## config.mk

```make
export PLATFORM = sky130hd
export DESIGN_NAME = led_panel_bitmap_draw_engine
export DESIGN_NICKNAME = d
export VERILOG_FILES = /design/src/rtl/ledb_pkg.sv /design/src/rtl/ledb_ram.sv /design/src/rtl/led_panel_bitmap_draw_engine.sv
export SDC_FILE = /design/constraint.sdc
export NUM_CORES = 1
export LEC_CHECK = 0
export ABC_AREA = 1
export BUFFER_PORTS_ARGS = -buffer_cell sky130_fd_sc_hd__buf_2
export CAP_MARGIN = 20
export CORE_MARGIN = 8
export CORE_UTILIZATION = 45
export DETAILED_ROUTE_END_ITERATION = 8
export REMOVE_ABC_BUFFERS = 1
export SLEW_MARGIN = 10
export SYNTH_ARGS = -nofsm -noshare
export SYNTH_HDL_FRONTEND = slang
export SYNTH_HIERARCHICAL = 1
export SYNTH_SLANG_ARGS = --single-unit
export TNS_END_PERCENT = 30
```

## constraint.sdc

```tcl
create_clock -name clk -period 4.75 [get_ports clk]
set_input_delay 0.2375 -clock clk [delete_from_list [all_inputs] [get_ports clk]]
set_output_delay 0.2375 -clock clk [all_outputs]
set_load 0.02 [all_outputs]
```

## src/rtl/ledb_pkg.sv

```systemverilog
`timescale 1ns / 1ps

package ledb_pkg;

	// command kinds
	localparam logic [2:0] KIND_PIXEL = 3'd0;
	localparam logic [2:0] KIND_RECT  = 3'd1;
	localparam logic [2:0] KIND_LINE  = 3'd2;
	localparam logic [2:0] KIND_CLEAR = 3'd3;
	localparam logic [2:0] KIND_FILL  = 3'd4;
	localparam logic [2:0] KIND_READ  = 3'd5;

	// plot modes
	localparam logic [1:0] MODE_DRAW   = 2'd0;
	localparam logic [1:0] MODE_ERASE  = 2'd1;
	localparam logic [1:0] MODE_INVERT = 2'd2;

	// status codes
	localparam logic [2:0] ST_OK    = 3'd0;
	localparam logic [2:0] ST_XBAD  = 3'd1;
	localparam logic [2:0] ST_YBAD  = 3'd2;
	localparam logic [2:0] ST_BOTH  = 3'd3;
	localparam logic [2:0] ST_ORDER = 3'd4;

endpackage

```

## src/rtl/ledb_ram.sv

```systemverilog
`timescale 1ns / 1ps

module ledb_ram #(
	parameter int WIDTH = 8,
	parameter int DEPTH = 16,
	localparam int AW = (DEPTH > 1) ? $clog2(DEPTH) : 1
) (
	input  logic             clk,
	input  logic             we,
	input  logic [AW-1:0]    waddr,
	input  logic [WIDTH-1:0] wdata,
	input  logic             re,
	input  logic [AW-1:0]    raddr,
	output logic [WIDTH-1:0] rdata
);

	logic [WIDTH-1:0] mem [DEPTH];

	// single write port, registered read port
	always_ff @(posedge clk) begin
		if (we) begin
			mem[waddr] <= wdata;
		end
		if (re) begin
			rdata <= mem[raddr];
		end
	end

endmodule

```

## src/rtl/led_panel_bitmap_draw_engine.sv

```systemverilog
`timescale 1ns / 1ps

// channel | direction | handshake            | payload
// cmd     | in        | cmd_valid, cmd_stall | kind mode first_x first_y second_x second_y
//         |           |                      | scan_phase byte_index
// rsp     | out       | rsp_valid, rsp_stall | status frame_byte
//
// one command at a time; each in-phase point is read in S_PT and written back in
// S_WR, and each point outside the scan phase is skipped in S_PT. read byte goes
// through S_RDD; clear, fill, unused kinds, range errors and an out-of-range
// read byte go straight from the accept to S_DONE.
// clear and fill never touch the memory: per-byte valid bits and a fill value
// stand in for its contents, and reset clears them at once (no clearing pass).
// the next command is taken while a finished word waits in the output register;
// a second finished word holds the sequencer until the first one is taken.

module led_panel_bitmap_draw_engine #(
	parameter int PANEL_WIDTH  = 32,
	parameter int PANEL_HEIGHT = 16
) (
	input  logic       clk,
	input  logic       arst_n,
	input  logic       cmd_valid,
	output logic       cmd_stall,
	input  logic [2:0] kind,
	input  logic [1:0] mode,
	input  logic [7:0] first_x,
	input  logic [7:0] first_y,
	input  logic [7:0] second_x,
	input  logic [7:0] second_y,
	input  logic [1:0] scan_phase,
	input  logic [3:0] byte_index,
	output logic       rsp_valid,
	input  logic       rsp_stall,
	output logic [2:0] status,
	output logic [7:0] frame_byte
);

	localparam int ROW_GROUPS  = PANEL_HEIGHT / 4;
	localparam int FRAME_BYTES = (PANEL_WIDTH / 8) * ROW_GROUPS;
	localparam int AW          = (FRAME_BYTES > 1) ? $clog2(FRAME_BYTES) : 1;

	typedef enum logic [2:0] {S_IDLE, S_PT, S_WR, S_RDD, S_DONE} state_t;

	state_t           state_q;
	logic [2:0]       kind_q;
	logic [1:0]       mode_q;
	logic [1:0]       phase_q;
	logic [2:0]       st_q;
	logic [7:0]       rb_q;
	logic [7:0]       px_q, py_q;
	logic [7:0]       lx_q, rx_q, uy_q, by_q;
	logic             side_q, bph_q;
	logic             steep_q, neg_q;
	logic [7:0]       mstart_q, mend_q, mag_q, dm_q, r_q, q_q;
	logic [AW-1:0]    addr_q;
	logic [FRAME_BYTES-1:0] vld_q;
	logic             fill_q;
	logic             res_valid_q;
	logic [2:0]       res_st_q;
	logic [7:0]       res_fb_q;

	// range checks on both points
	logic       xb1, yb1, xb2, yb2;
	logic [2:0] c1, c2, cpair;
	always_comb begin
		xb1 = {1'b0, first_x} >= 9'(PANEL_WIDTH);
		yb1 = {1'b0, first_y} >= 9'(PANEL_HEIGHT);
		xb2 = {1'b0, second_x} >= 9'(PANEL_WIDTH);
		yb2 = {1'b0, second_y} >= 9'(PANEL_HEIGHT);
		c1 = (xb1 && yb1) ? ledb_pkg::ST_BOTH : xb1 ? ledb_pkg::ST_XBAD :
			yb1 ? ledb_pkg::ST_YBAD : ledb_pkg::ST_OK;
		c2 = (xb2 && yb2) ? ledb_pkg::ST_BOTH : xb2 ? ledb_pkg::ST_XBAD :
			yb2 ? ledb_pkg::ST_YBAD : ledb_pkg::ST_OK;
		cpair = (c1 == c2) ? c1 : ledb_pkg::ST_BOTH;
	end

	// line setup: main axis, start point, minor delta
	logic [7:0] aw, ah;
	logic       l_steep, l_swap;
	logic [7:0] l_sx, l_sy, l_ex, l_ey;
	logic [8:0] l_dmin;
	always_comb begin
		aw = (second_x > first_x) ? second_x - first_x : first_x - second_x;
		ah = (second_y > first_y) ? second_y - first_y : first_y - second_y;
		l_steep = ah > aw;
		l_swap = l_steep ? (first_y > second_y) : (first_x > second_x);
		l_sx = l_swap ? second_x : first_x;
		l_sy = l_swap ? second_y : first_y;
		l_ex = l_swap ? first_x : second_x;
		l_ey = l_swap ? first_y : second_y;
		l_dmin = l_steep ? ({1'b0, l_ex} - {1'b0, l_sx}) : ({1'b0, l_ey} - {1'b0, l_sy});
	end

	// next point of the current shape
	logic       last;
	logic [7:0] nx_px, nx_py;
	logic       nx_side, nx_bph;
	logic [8:0] r_sum;
	logic       r_ge;
	logic [7:0] r_nx, q_nx, minor_nx, cur_main;
	always_comb begin
		r_sum = {1'b0, r_q} + {1'b0, mag_q};
		r_ge = r_sum >= {1'b0, dm_q};
		r_nx = r_ge ? 8'(r_sum - {1'b0, dm_q}) : r_sum[7:0];
		q_nx = q_q + {7'd0, r_ge};
		minor_nx = neg_q ? mstart_q - q_nx : mstart_q + q_nx;
		cur_main = steep_q ? py_q : px_q;
		last = 1'b1;
		nx_px = px_q;
		nx_py = py_q;
		nx_side = 1'b0;
		nx_bph = bph_q;
		case (kind_q)
			ledb_pkg::KIND_RECT: begin
				if (!bph_q) begin
					if (!side_q) begin
						last = 1'b0;
						nx_py = by_q;
						nx_side = 1'b1;
					end else if (px_q != rx_q) begin
						last = 1'b0;
						nx_px = px_q + 8'd1;
						nx_py = uy_q;
					end else if (({1'b0, by_q} + 9'd1) < {1'b0, uy_q}) begin
						last = 1'b0;
						nx_px = lx_q;
						nx_py = by_q + 8'd1;
						nx_bph = 1'b1;
					end
				end else begin
					if (!side_q) begin
						last = 1'b0;
						nx_px = rx_q;
						nx_side = 1'b1;
					end else if (({1'b0, py_q} + 9'd1) < {1'b0, uy_q}) begin
						last = 1'b0;
						nx_px = lx_q;
						nx_py = py_q + 8'd1;
					end
				end
			end
			ledb_pkg::KIND_LINE: begin
				if (cur_main != mend_q) begin
					last = 1'b0;
					if (steep_q) begin
						nx_py = py_q + 8'd1;
						nx_px = minor_nx;
					end else begin
						nx_px = px_q + 8'd1;
						nx_py = minor_nx;
					end
				end
			end
			default: begin
				last = 1'b1;
			end
		endcase
	end

	// memory access and bit update
	logic          in_phase;
	logic [AW-1:0] pt_addr;
	logic [7:0]    rdata, cur_byte, bitm, new_byte;
	logic          ram_we, ram_re;
	logic [AW-1:0] ram_raddr;
	logic          rd_ok;
	always_comb begin
		in_phase = py_q[1:0] == phase_q;
		pt_addr = AW'(int'(px_q >> 3) * ROW_GROUPS + int'(py_q >> 2));
		cur_byte = vld_q[addr_q] ? rdata : {8{fill_q}};
		bitm = 8'h80 >> px_q[2:0];
		case (mode_q)
			ledb_pkg::MODE_DRAW:   new_byte = cur_byte & ~bitm;
			ledb_pkg::MODE_ERASE:  new_byte = cur_byte | bitm;
			ledb_pkg::MODE_INVERT: new_byte = cur_byte ^ bitm;
			default:               new_byte = cur_byte;
		endcase
		rd_ok = int'(byte_index) < FRAME_BYTES;
		ram_we = state_q == S_WR;
		ram_re = (state_q == S_PT) || (state_q == S_IDLE);
		ram_raddr = (state_q == S_IDLE) ? AW'(byte_index) : pt_addr;
	end

	// command decode at accept: status and first state
	logic [2:0] acc_st;
	state_t     acc_state;
	always_comb begin
		acc_st = ledb_pkg::ST_OK;
		acc_state = S_DONE;
		case (kind)
			ledb_pkg::KIND_PIXEL: begin
				acc_st = c1;
				if (c1 == ledb_pkg::ST_OK) begin
					acc_state = S_PT;
				end
			end
			ledb_pkg::KIND_RECT: begin
				if (c1 != ledb_pkg::ST_OK || c2 != ledb_pkg::ST_OK) begin
					acc_st = cpair;
				end else if (second_x < first_x || first_y < second_y) begin
					acc_st = ledb_pkg::ST_ORDER;
				end else begin
					acc_state = S_PT;
				end
			end
			ledb_pkg::KIND_LINE: begin
				if (c1 != ledb_pkg::ST_OK || c2 != ledb_pkg::ST_OK) begin
					acc_st = cpair;
				end else begin
					acc_state = S_PT;
				end
			end
			ledb_pkg::KIND_READ: begin
				if (rd_ok) begin
					acc_state = S_RDD;
				end
			end
			default: begin
				acc_st = ledb_pkg::ST_OK;
			end
		endcase
	end

	ledb_ram #(
		.WIDTH(8),
		.DEPTH(FRAME_BYTES)
	) u_ram (
		.clk  (clk),
		.we   (ram_we),
		.waddr(addr_q),
		.wdata(new_byte),
		.re   (ram_re),
		.raddr(ram_raddr),
		.rdata(rdata)
	);

	assign cmd_stall  = state_q != S_IDLE;
	assign rsp_valid  = res_valid_q;
	assign status     = res_st_q;
	assign frame_byte = res_fb_q;

	// sequencer, shape state and output word
	always_ff @(posedge clk or negedge arst_n) begin
		if (!arst_n) begin
			state_q <= S_IDLE;
			kind_q <= ledb_pkg::KIND_PIXEL;
			mode_q <= ledb_pkg::MODE_DRAW;
			phase_q <= '0;
			st_q <= ledb_pkg::ST_OK;
			rb_q <= '0;
			px_q <= '0;
			py_q <= '0;
			lx_q <= '0;
			rx_q <= '0;
			uy_q <= '0;
			by_q <= '0;
			side_q <= 1'b0;
			bph_q <= 1'b0;
			steep_q <= 1'b0;
			neg_q <= 1'b0;
			mstart_q <= '0;
			mend_q <= '0;
			mag_q <= '0;
			dm_q <= '0;
			r_q <= '0;
			q_q <= '0;
			addr_q <= '0;
			vld_q <= '0;
			fill_q <= 1'b1;
			res_valid_q <= 1'b0;
			res_st_q <= ledb_pkg::ST_OK;
			res_fb_q <= '0;
		end else begin
			// output word: load a finished word or drop a taken one
			if (state_q == S_DONE && (!res_valid_q || !rsp_stall)) begin
				res_valid_q <= 1'b1;
				res_st_q <= st_q;
				res_fb_q <= rb_q;
			end else if (res_valid_q && !rsp_stall) begin
				res_valid_q <= 1'b0;
			end
			case (state_q)
				S_IDLE: begin
					if (cmd_valid) begin
						kind_q <= kind;
						mode_q <= mode;
						phase_q <= scan_phase;
						rb_q <= '0;
						st_q <= acc_st;
						px_q <= (kind == ledb_pkg::KIND_LINE) ? l_sx : first_x;
						py_q <= (kind == ledb_pkg::KIND_LINE) ? l_sy : first_y;
						lx_q <= first_x;
						rx_q <= second_x;
						uy_q <= first_y;
						by_q <= second_y;
						side_q <= 1'b0;
						bph_q <= 1'b0;
						addr_q <= AW'(byte_index);
						state_q <= acc_state;
						case (kind)
							ledb_pkg::KIND_LINE: begin
								steep_q <= l_steep;
								neg_q <= l_dmin[8];
								mag_q <= l_dmin[8] ? 8'(-l_dmin) : l_dmin[7:0];
								mstart_q <= l_steep ? l_sx : l_sy;
								mend_q <= l_steep ? l_ey : l_ex;
								dm_q <= l_steep ? l_ey - l_sy : l_ex - l_sx;
								r_q <= (l_steep ? l_ey - l_sy : l_ex - l_sx) >> 1;
								q_q <= '0;
							end
							ledb_pkg::KIND_CLEAR: begin
								vld_q <= '0;
								fill_q <= 1'b1;
							end
							ledb_pkg::KIND_FILL: begin
								vld_q <= '0;
								fill_q <= 1'b0;
							end
							default: begin
							end
						endcase
					end
				end
				S_PT: begin
					if (in_phase) begin
						addr_q <= pt_addr;
						state_q <= S_WR;
					end else if (last) begin
						state_q <= S_DONE;
					end else begin
						px_q <= nx_px;
						py_q <= nx_py;
						side_q <= nx_side;
						bph_q <= nx_bph;
						r_q <= r_nx;
						q_q <= q_nx;
					end
				end
				S_WR: begin
					vld_q[addr_q] <= 1'b1;
					if (last) begin
						state_q <= S_DONE;
					end else begin
						px_q <= nx_px;
						py_q <= nx_py;
						side_q <= nx_side;
						bph_q <= nx_bph;
						r_q <= r_nx;
						q_q <= q_nx;
						state_q <= S_PT;
					end
				end
				S_RDD: begin
					rb_q <= cur_byte;
					state_q <= S_DONE;
				end
				S_DONE: begin
					if (!res_valid_q || !rsp_stall) begin
						state_q <= S_IDLE;
					end
				end
				default: begin
					state_q <= S_IDLE;
				end
			endcase
		end
	end

	// a write back always follows its read
	a_wr_after_rd: assert property (@(posedge clk) disable iff (!arst_n)
		state_q == S_WR |-> $past(state_q) == S_PT)
		else $error("write back without read");

	// line remainder stays below the run
	a_line_rem: assert property (@(posedge clk) disable iff (!arst_n)
		(state_q == S_PT && kind_q == ledb_pkg::KIND_LINE) |-> (r_q < dm_q || dm_q == 8'd0))
		else $error("line remainder out of range");

	// clear and fill drop every stored byte
	a_clear_all: assert property (@(posedge clk) disable iff (!arst_n)
		(state_q == S_DONE && (kind_q == ledb_pkg::KIND_CLEAR || kind_q == ledb_pkg::KIND_FILL)
			&& $past(state_q) == S_IDLE) |-> vld_q == '0)
		else $error("valid bits left after clear or fill");

	// only read-byte returns a nonzero byte
	a_fb_zero: assert property (@(posedge clk) disable iff (!arst_n)
		(state_q == S_DONE && kind_q != ledb_pkg::KIND_READ) |-> rb_q == 8'd0)
		else $error("frame byte on non-read command");

endmodule
```

## Word-level counts from Yosys, hierarchy flattened

Memories as Yosys holds them, arrays and structs flattened. A register that Yosys moved wholly into a read port is not among the register bits.
Index checks and enable logic that the tools add are counted.

- Register bits: 154
- Bits in read-only memories: 0
- Bits of input ports: 47
- Bits in latches: 0
- Logic and storage cells: 246
- Output and inout port bits: 13
- RAM bits: 128
- Memories: 1

Memories:

| memory | words | bits a word | rd ports | clocked after memory_dff | wr ports | RTL line | RTL |
|---|---|---|---|---|---|---|---|
| u_ram.mem | 16 | 8 | 1 | 1 | 1 | ledb_ram.sv:17 | `logic [WIDTH-1:0] mem [DEPTH];` |

- Add/subtract/negate cells: 20
- Divide/modulo/power cells: 0
- $lt $le $gt $ge: 16
- Equality and inequality tests: 24
- Bitwise gates (word level): 5
- Multiply operators: 0
- Shift operators: 1
- Reduce and logical (&&, ||, !) cells: 34
- Mux-type cells: 117

Operators with widths:

| operator | count |
|---|---|
| $mux 8 | 47 |
| $pmux 8 s3 | 5 |
| $sub 8x8->8 | 8 |
| $pmux 8 s2 | 3 |
| $gt 8x8->1 | 5 |
| $mux 3 | 11 |
| $mux 16 | 2 |
| $pmux 16 s2 | 1 |
| $mux 1 | 26 |
| $add 8x1->8 const B | 3 |
| $add 8x1->9 const B | 2 |
| $lt 9x8->1 | 2 |
| $reduce_and 3->1 | 6 |
| $sub 8x8->9 | 2 |
| $ge 8x5->1 const B | 2 |
| $ge 8x6->1 const B | 2 |
| $lt 8x8->1 | 2 |
| $mux 2 | 8 |
| $ne 8x8->1 | 2 |
| $or 16x16->16 | 1 |
| $eq 3x2->1 const B | 5 |
| $pmux 3 s5 | 1 |
| $mux 4 | 3 |
| $pmux 3 s4 | 1 |
| 38 further kinds | 67 |

## Depth between registers and ports, before layout

- Depth after elaboration: 11
- Depth in mapped cells: 43
- Gate-level depth less buffers: 42

## Modules after synthesis

Netlist, hierarchy kept.

Modules (own cells, without submodules):

| module | times used | seq. area each (sq um) | cells each | area an instance (sq um) |
|---|---|---|---|---|
| led_panel_bitmap_draw_engine | 1 | 3854.9 | 1938 | 13202.7 |
| ledb_ram | 1 | 4083.9 | 551 | 5853.1 |

## Worst setup path before layout

Ideal clock, no wire load.

- Kind: reg-to-reg
- Start: register mag_q[0]
- End: register px_q[7]
- Buffers on the path: 0
- Slack: -0.435 ns
- Arrival time: 5.046 ns
- Required time: 4.611 ns
- Library setup time: 0.139 ns
- Cell stages (with the launch flop): 35
- Clock period less this slack: 5.185 ns
- Cell sequence: dfrtp_1 ha_1 fa_1 a31oi_1 nor2_1 o21ai_0 nand2_1 xor2_1 inv_1 ha_1 nand4_1 nor2_1 nor3_1 nand3_1 ha_1 nand2_1 inv_1 nor2_1 inv_1 ha_1 o21ai_0 ha_1 nand3_1 nand2_1 a21oi_1 o21bai_1 nand2_1 nand2_1 a21oi_1 xnor2_1 nand2_1 o211ai_1 nand2_1 nand2_1 a31oi_1

- Cells in the longest elaborated chain, start to end: 11
- Elaborated cells between the ends (all ways): 12
- Classes of those cells: add/sub: 4; order compare: 1; mux: 7

Ends and longest elaborated chain:

| what | RTL line | RTL |
|---|---|---|
| start: declaration | led_panel_bitmap_draw_engine.sv:55 | `logic [7:0] mstart_q, mend_q, mag_q, dm_q, r_q, q_q;` |
| start signal: assignment | led_panel_bitmap_draw_engine.sv:305 | `mag_q <= l_dmin[8] ? 8'(-l_dmin) : l_dmin[7:0];` |
| $add 8x8->9 * | led_panel_bitmap_draw_engine.sv:103 | `r_sum = {1'b0, r_q} + {1'b0, mag_q};` |
| $ge 9x8->1 * | led_panel_bitmap_draw_engine.sv:104 | `r_ge = r_sum >= {1'b0, dm_q};` |
| $add 8x1->8 * | led_panel_bitmap_draw_engine.sv:106 | `q_nx = q_q + {7'd0, r_ge};` |
| $add 8x8->8 or $sub 8x8->8 (tied branches) | led_panel_bitmap_draw_engine.sv:107 | `minor_nx = neg_q ? mstart_q - q_nx : mstart_q + q_nx;` |
| $mux 8 * | led_panel_bitmap_draw_engine.sv:107 |  |
| $mux 8 * | led_panel_bitmap_draw_engine.sv:146 | `if (steep_q) begin` |
| $mux 8 * | led_panel_bitmap_draw_engine.sv:144 | `if (cur_main != mend_q) begin` |
| $pmux 8 s2 * | led_panel_bitmap_draw_engine.sv:114 | `case (kind_q)` |
| $mux 8 * | led_panel_bitmap_draw_engine.sv:329, led_panel_bitmap_draw_engine.sv:342 |  |
| $mux 8 | led_panel_bitmap_draw_engine.sv:326 | `if (in_phase) begin` |
| $pmux 8 s3 * | led_panel_bitmap_draw_engine.sv:283 | `case (state_q)` |
| end signal: assignment | led_panel_bitmap_draw_engine.sv:291 | `px_q <= (kind == ledb_pkg::KIND_LINE) ? l_sx : first_x;` |
| end signal: assignment | led_panel_bitmap_draw_engine.sv:332 | `px_q <= nx_px;` |
| end signal: assignment | led_panel_bitmap_draw_engine.sv:345 | `px_q <= nx_px;` |
| end: declaration | led_panel_bitmap_draw_engine.sv:51 | `logic [7:0] px_q, py_q;` |

Every way passes the cells marked *; elsewhere a longest branch is shown, timed or not. The select of a mux whose other input is x is not followed.
A chain may end at the register's enable or synchronous reset.

## Worst setup path after layout

- Start: register mag_q[0]
- End: register py_q[7]

- Cells in the longest elaborated chain, start to end: 11
- Elaborated cells between the ends (all ways): 12
- Classes of those cells: add/sub: 4; order compare: 1; mux: 7

Ends and longest elaborated chain:

| what | RTL line | RTL |
|---|---|---|
| $add 8x8->9 * | led_panel_bitmap_draw_engine.sv:103 |  |
| $ge 9x8->1 * | led_panel_bitmap_draw_engine.sv:104 |  |
| $add 8x1->8 * | led_panel_bitmap_draw_engine.sv:106 |  |
| $add 8x8->8 or $sub 8x8->8 (tied branches) | led_panel_bitmap_draw_engine.sv:107 |  |
| $mux 8 * | led_panel_bitmap_draw_engine.sv:107 |  |
| $mux 8 * | led_panel_bitmap_draw_engine.sv:146 |  |
| $mux 8 * | led_panel_bitmap_draw_engine.sv:144 |  |
| $pmux 8 s2 * | led_panel_bitmap_draw_engine.sv:114 |  |
| $mux 8 * | led_panel_bitmap_draw_engine.sv:329, led_panel_bitmap_draw_engine.sv:342 |  |
| $mux 8 | led_panel_bitmap_draw_engine.sv:326 |  |
| $pmux 8 s3 * | led_panel_bitmap_draw_engine.sv:283 |  |
| end signal: assignment | led_panel_bitmap_draw_engine.sv:292 | `py_q <= (kind == ledb_pkg::KIND_LINE) ? l_sy : first_y;` |
| end signal: assignment | led_panel_bitmap_draw_engine.sv:333 | `py_q <= nx_py;` |
| end signal: assignment | led_panel_bitmap_draw_engine.sv:346 | `py_q <= nx_py;` |
| end: declaration | led_panel_bitmap_draw_engine.sv:51 |  |

Marks and branches as above.

==> key figures <==
Clock network
  • Buffers from clock root to sink, at most: 3
  • Number of buffers inserted during clock tree synthesis: 35
  • Clock transition at the register clock pins on the worst setup and hold paths after CTS: 0.06 ns
  • Sink Count: 290
  • TritonCTS clock tree: done
  • Clock root cell: sky130_fd_sc_hd__clkbuf_16
  • Number of H-tree levels: 2
  • Clk_lat worst skew: 0.55 ns

Power and ir drop
  • Leakage power total: 11.5 nW
  • Part of the total power dissipated in the clock network: 12.8%
  • Flop pwr share: 20.7%
  • Switching portion of total power: 47.7%
  • Share of power burned in combinational logic: 66.5%
  • Worst supply voltage drop on vdd: 496 uV
  • Net switching power: 9.89 mW
  • Power per unit of standard cell area: 879 mW/mm^2
  • Internal power consumption: 10.9 mW

Yosys
  • Share of flip-flops with an asynchronous set or reset: 53.1%
  • EDFF count, synth: 136
  • Syn Inst Count: 2489
  • Synth Register Bits: 290
  • Synth Warn #: 6
  • Fraction of the yosys area taken by sequential cells: 41.7%
  • Top FF cell, synth: sky130_fd_sc_hd__dfrtp_1
  • Cell area after synthesis: 0.0191 mm^2
  • Number of distinct library cells after synthesis: 54
  • Per-instance average area after synthesis: 7.66 um^2

Flow run
  • Count of max-cap constraint violations: 0

Setup path
  • Element type at the critical path end: register
  • Number of cells on the critical path: 35
  • Worst-case reg-to-reg path depth: 35
  • Setup slack on the worst flop-to-flop path: -0.61 ns
  • End of the critical path: py_q[7]
  • CP required: 5.18 ns
  • Cell type with the highest occurrence count on the critical path: sky130_fd_sc_hd__nand2_1
  • Maximum fanout count along the critical path: 4
  • Start of the worst register-to-register path: mag_q[0]
  • Sort of element at the start of the critical path: register
  • Critical Path AT: 5.79 ns
  • Capturing point of the worst reg2reg path: py_q[7]
  • Number of buffer and inverter stages on the critical path: 3
  • Critical-path top delay cell: sky130_fd_sc_hd__fa_2
  • Start point of the critical path: mag_q[0]
  • Top Family by Delay on Critical Path: simple AND/OR/NAND/NOR gates
  • CP max stage delay: 0.39 ns
  • Worst Setup Path Type: reg -> reg

Final layout
  • Max FFs per register: 128
  • Share of layout cells above drive strength 1: 19.3%
  • Area of all placed cells without fillers: 0.0236 mm^2
  • Register containing the most flip-flops in the final layout: u_ram/mem
  • Final layout net count: 2965
  • Layout area overhead: 23.9%
  • Largest registers: u_ram/mem: 128 flops, vld_q: 16 flops

STA
  • Headroom to the max-slew limit: 21.2%
  • Fmax: 187 MHz
  • Final critical delay including setup and external delays: 5.36 ns
  • Share of the clock period used by the worst path after layout: 113%
  • Count of pins over their slew limit: 0
  • RSZ-0062 raised after global routing: yes
  • Final-report setup violation count: 15
  • Count of final hold-check violations: 0
  • Pin slew with the least headroom to its limit: 1.17 ns
  • Final clock skew: 0.0187 ns
  • Slack of the critical path: -0.606 ns
  • Worst hold-check slack: 0.0228 ns

Die
  • Die width: 222 um
  • Starting density of the core: 45.5%
  • Die height: 222 um
  • Floorplan die area: 0.0492 mm^2
  • I/O pin cnt: 60
  • # rows: 75
  • Placeable core region: 0.0419 mm^2

Min path
  • Path category of the worst min-delay check: in -> reg

Routing
  • Sum of routed wire length over all layers: 63.9 mm
  • Vias post-DR: 18000
  • Iter 0 DRT Violations: 1633
  • Post-detailed-route wirelength per cell: 19.0 um
  • Number of nets with antenna violations after detailed routing: 0
  • # DRC: 0
  • DRT Pass-1 Iters: 7
  • Vias/cell: 5.33

Global route
  • Via count of the first global-routing pass: 17600
  • Number of antenna violations at the first check in global routing: 2
  • Final global-route overflow total: 0
  • Pin count of the biggest net entering global routing: 83
  • Wire length of the first global-routing pass: 99.6 mm
  • Overall routing resource usage: 25.4%

Outcome
  • Violated checks: negative setup slack
  • Outcome: finished with violations

Placed design
  • Count of input and output buffers: 59
  • Post-DP Area: 0.0216 mm^2
  • Final RePlAce weighted congestion: 0.960
  • DPL Wire Length: 46.6 mm
## cell usage in the layout, fill, tap and decap left out, types with 7 or more instances in the layout
cell,count
sky130_fd_sc_hd__nand2_1,665
sky130_fd_sc_hd__inv_1,363
sky130_fd_sc_hd__buf_4,288
sky130_fd_sc_hd__nand3_1,202
sky130_fd_sc_hd__o21ai_0,187
sky130_fd_sc_hd__dfrtp_1,152
sky130_fd_sc_hd__edfxtp_1,136
sky130_fd_sc_hd__nor2_1,124
sky130_fd_sc_hd__ha_1,99
sky130_fd_sc_hd__a21oi_1,90
sky130_fd_sc_hd__buf_2,58
sky130_fd_sc_hd__xor2_1,43
sky130_fd_sc_hd__o21ai_1,37
sky130_fd_sc_hd__clkbuf_16,35
sky130_fd_sc_hd__nand2_2,28
sky130_fd_sc_hd__o22ai_1,26
sky130_fd_sc_hd__nand4_1,22
sky130_fd_sc_hd__inv_2,21
sky130_fd_sc_hd__o211ai_1,21
sky130_fd_sc_hd__o221ai_1,15
sky130_fd_sc_hd__xnor2_1,13
sky130_fd_sc_hd__nor2_2,12
sky130_fd_sc_hd__buf_6,10
sky130_fd_sc_hd__a221oi_1,9
sky130_fd_sc_hd__a31oi_1,9
sky130_fd_sc_hd__nor3_1,8
sky130_fd_sc_hd__o21ai_2,8
sky130_fd_sc_hd__o21bai_1,7
sky130_fd_sc_hd__nand3_2,7
sky130_fd_sc_hd__a211oi_1,7
sky130_fd_sc_hd__a21oi_2,7
sky130_fd_sc_hd__ha_4,7
sky130_fd_sc_hd__clkbuf_1,7
sky130_fd_sc_hd__dlygate4sd3_1,7
## power groups by stage
stage	registers, mW	clock network (mW)	logic (mW)
floorplan	4.13	0	6.59
global placement	4.29	0	11.1
detailed placement	4.30	0	11.3
CTS	4.27	2.71	12.7
global route	4.35	2.81	15.1
finish	4.29	2.66	13.8
## synth_stat cells (2+ instances only)
| cell | number | area share (%) |
|---|---|---|
| sky130_fd_sc_hd__a211oi_1 | 7 | 0.28 |
| sky130_fd_sc_hd__a21o_1 | 3 | 0.12 |
| sky130_fd_sc_hd__a21oi_1 | 99 | 2.6 |
| sky130_fd_sc_hd__a221oi_1 | 9 | 0.41 |
| sky130_fd_sc_hd__a31oi_1 | 12 | 0.39 |
| sky130_fd_sc_hd__a32oi_1 | 3 | 0.14 |
| sky130_fd_sc_hd__buf_2 | 24 | 0.63 |
| sky130_fd_sc_hd__buf_4 | 7 | 0.28 |
| sky130_fd_sc_hd__buf_6 | 10 | 0.59 |
| sky130_fd_sc_hd__clkbuf_1 | 46 | 0.91 |
| sky130_fd_sc_hd__dfrtp_1 | 153 | 20 |
| sky130_fd_sc_hd__edfxtp_1 | 136 | 21 |
| sky130_fd_sc_hd__fa_1 | 7 | 0.74 |
| sky130_fd_sc_hd__ha_1 | 108 | 7.1 |
| sky130_fd_sc_hd__inv_1 | 369 | 7.3 |
| sky130_fd_sc_hd__inv_2 | 15 | 0.30 |
| sky130_fd_sc_hd__nand2_1 | 683 | 13 |
| sky130_fd_sc_hd__nand2_2 | 12 | 0.39 |
| sky130_fd_sc_hd__nand2_4 | 2 | 0.12 |
| sky130_fd_sc_hd__nand3_1 | 210 | 5.5 |
| sky130_fd_sc_hd__nand3b_1 | 3 | 0.12 |
| sky130_fd_sc_hd__nand4_1 | 22 | 0.72 |
| sky130_fd_sc_hd__nor2_1 | 136 | 2.7 |
| sky130_fd_sc_hd__nor2_2 | 4 | 0.13 |
| sky130_fd_sc_hd__nor3_1 | 11 | 0.29 |
| sky130_fd_sc_hd__nor3_2 | 2 | 0.11 |
| sky130_fd_sc_hd__nor4_1 | 4 | 0.13 |
| sky130_fd_sc_hd__o2111ai_1 | 2 | 0.092 |
| sky130_fd_sc_hd__o211ai_1 | 21 | 0.83 |
| sky130_fd_sc_hd__o21a_1 | 2 | 0.079 |
| sky130_fd_sc_hd__o21ai_0 | 213 | 5.6 |
| sky130_fd_sc_hd__o21ai_1 | 19 | 0.50 |
| sky130_fd_sc_hd__o21bai_1 | 7 | 0.28 |
| sky130_fd_sc_hd__o221ai_1 | 15 | 0.69 |
| sky130_fd_sc_hd__o22ai_1 | 26 | 0.85 |
| sky130_fd_sc_hd__or2_2 | 5 | 0.16 |
| sky130_fd_sc_hd__xnor2_1 | 14 | 0.64 |
| sky130_fd_sc_hd__xor2_1 | 52 | 2.4 |
## cell type report
cell class / count / area (um^2)
sequential: 290 / 7940
timing repair buffer: 366 / 2680
antenna: 1 / 2.50
multi-input combinational: 1725 / 9720
tap: 539 / 674
fill: 3900 / 18300
clock inverter: 20 / 233
inverter: 385 / 1450
clock buffer: 42 / 902
## metal layers
layer	part of all wire (%)	GRT usage, %	wire length, um
met3	6.0	3.28	3840
met4	3.1	8.19	2000
met1	44	33.9	28000
met5	0	0	0
met2	47	42.4	30100
## per-stage QoR
stage / TNS, ns / worst slack [ns] / util [%] / power (mW) / std cells
final: -5.75 / -0.606 / 56.4 / 20.7 / 3368
after global routing: -13.76 / -0.930 / 56.4 / 22.2 / 3367
after CTS: -3.90 / -0.466 / 55.5 / 19.7 / 3360
after detailed placement: -22.28 / -0.815 / 51.5 / 15.6 / 3264
after global placement: -21.15 / -0.745 / 51.5 / 15.4 / 3263
after floorplan: -24.78 / -1.76 / - / 10.7 / 2400
## repair_timing
action	CTS	global route
pin swaps	36	41
setup buffers	30	11
hold buffers	7	0
endpoints found under the hold margin	86	0
setup endpoints to repair	29	35
resized for setup	58	79
## kinds of logic (layout without fill, tap and decap cells)
family | after synthesis | after routing | share of synthesized area, %
fa+ha+maj | 115 | 115 | 7.83
xor+xnor | 66 | 66 | 3.03
flops | 290 | 290 | 41.7
simple gates | 1098 | 1098 | 24.1
buf+inv | 474 | 813 | 10.1
compound gates | 445 | 445 | 13.2
mux | 1 | 1 | 0.0525
other cells | 0 | 1 | 0
## worst register-to-register path: cells and delay by family, from the launching register on
family,cells,cell delay [ns]
flip-flops,1,0.38
AO/OA/AOI/OAI,8,0.95
AND/OR/NAND/NOR,15,1.44
adder cells (fa/ha/maj),5,1.36
buffers and inverters,3,0.38
XOR/XNOR,4,0.77
## worst min path at each step
| stage | from | to | slack [ns] | cells past startpoint |
|---|---|---|---|---|
| CTS | byte_index[3] | addr_q[3] | 0.005 | 5 |
| detailed placement | arst_n | uy_q[1] | 0.37 | 1 |
| global route | kind[1] | kind_q[1] | 0.03 | 3 |
| global placement | arst_n | uy_q[1] | 0.36 | 1 |
| finish | byte_index[3] | addr_q[3] | 0.02 | 5 |
| floorplan | arst_n | addr_q[0] | -0.06 | 0 |
No activity file was read; power rests on OpenSTA's default activity.
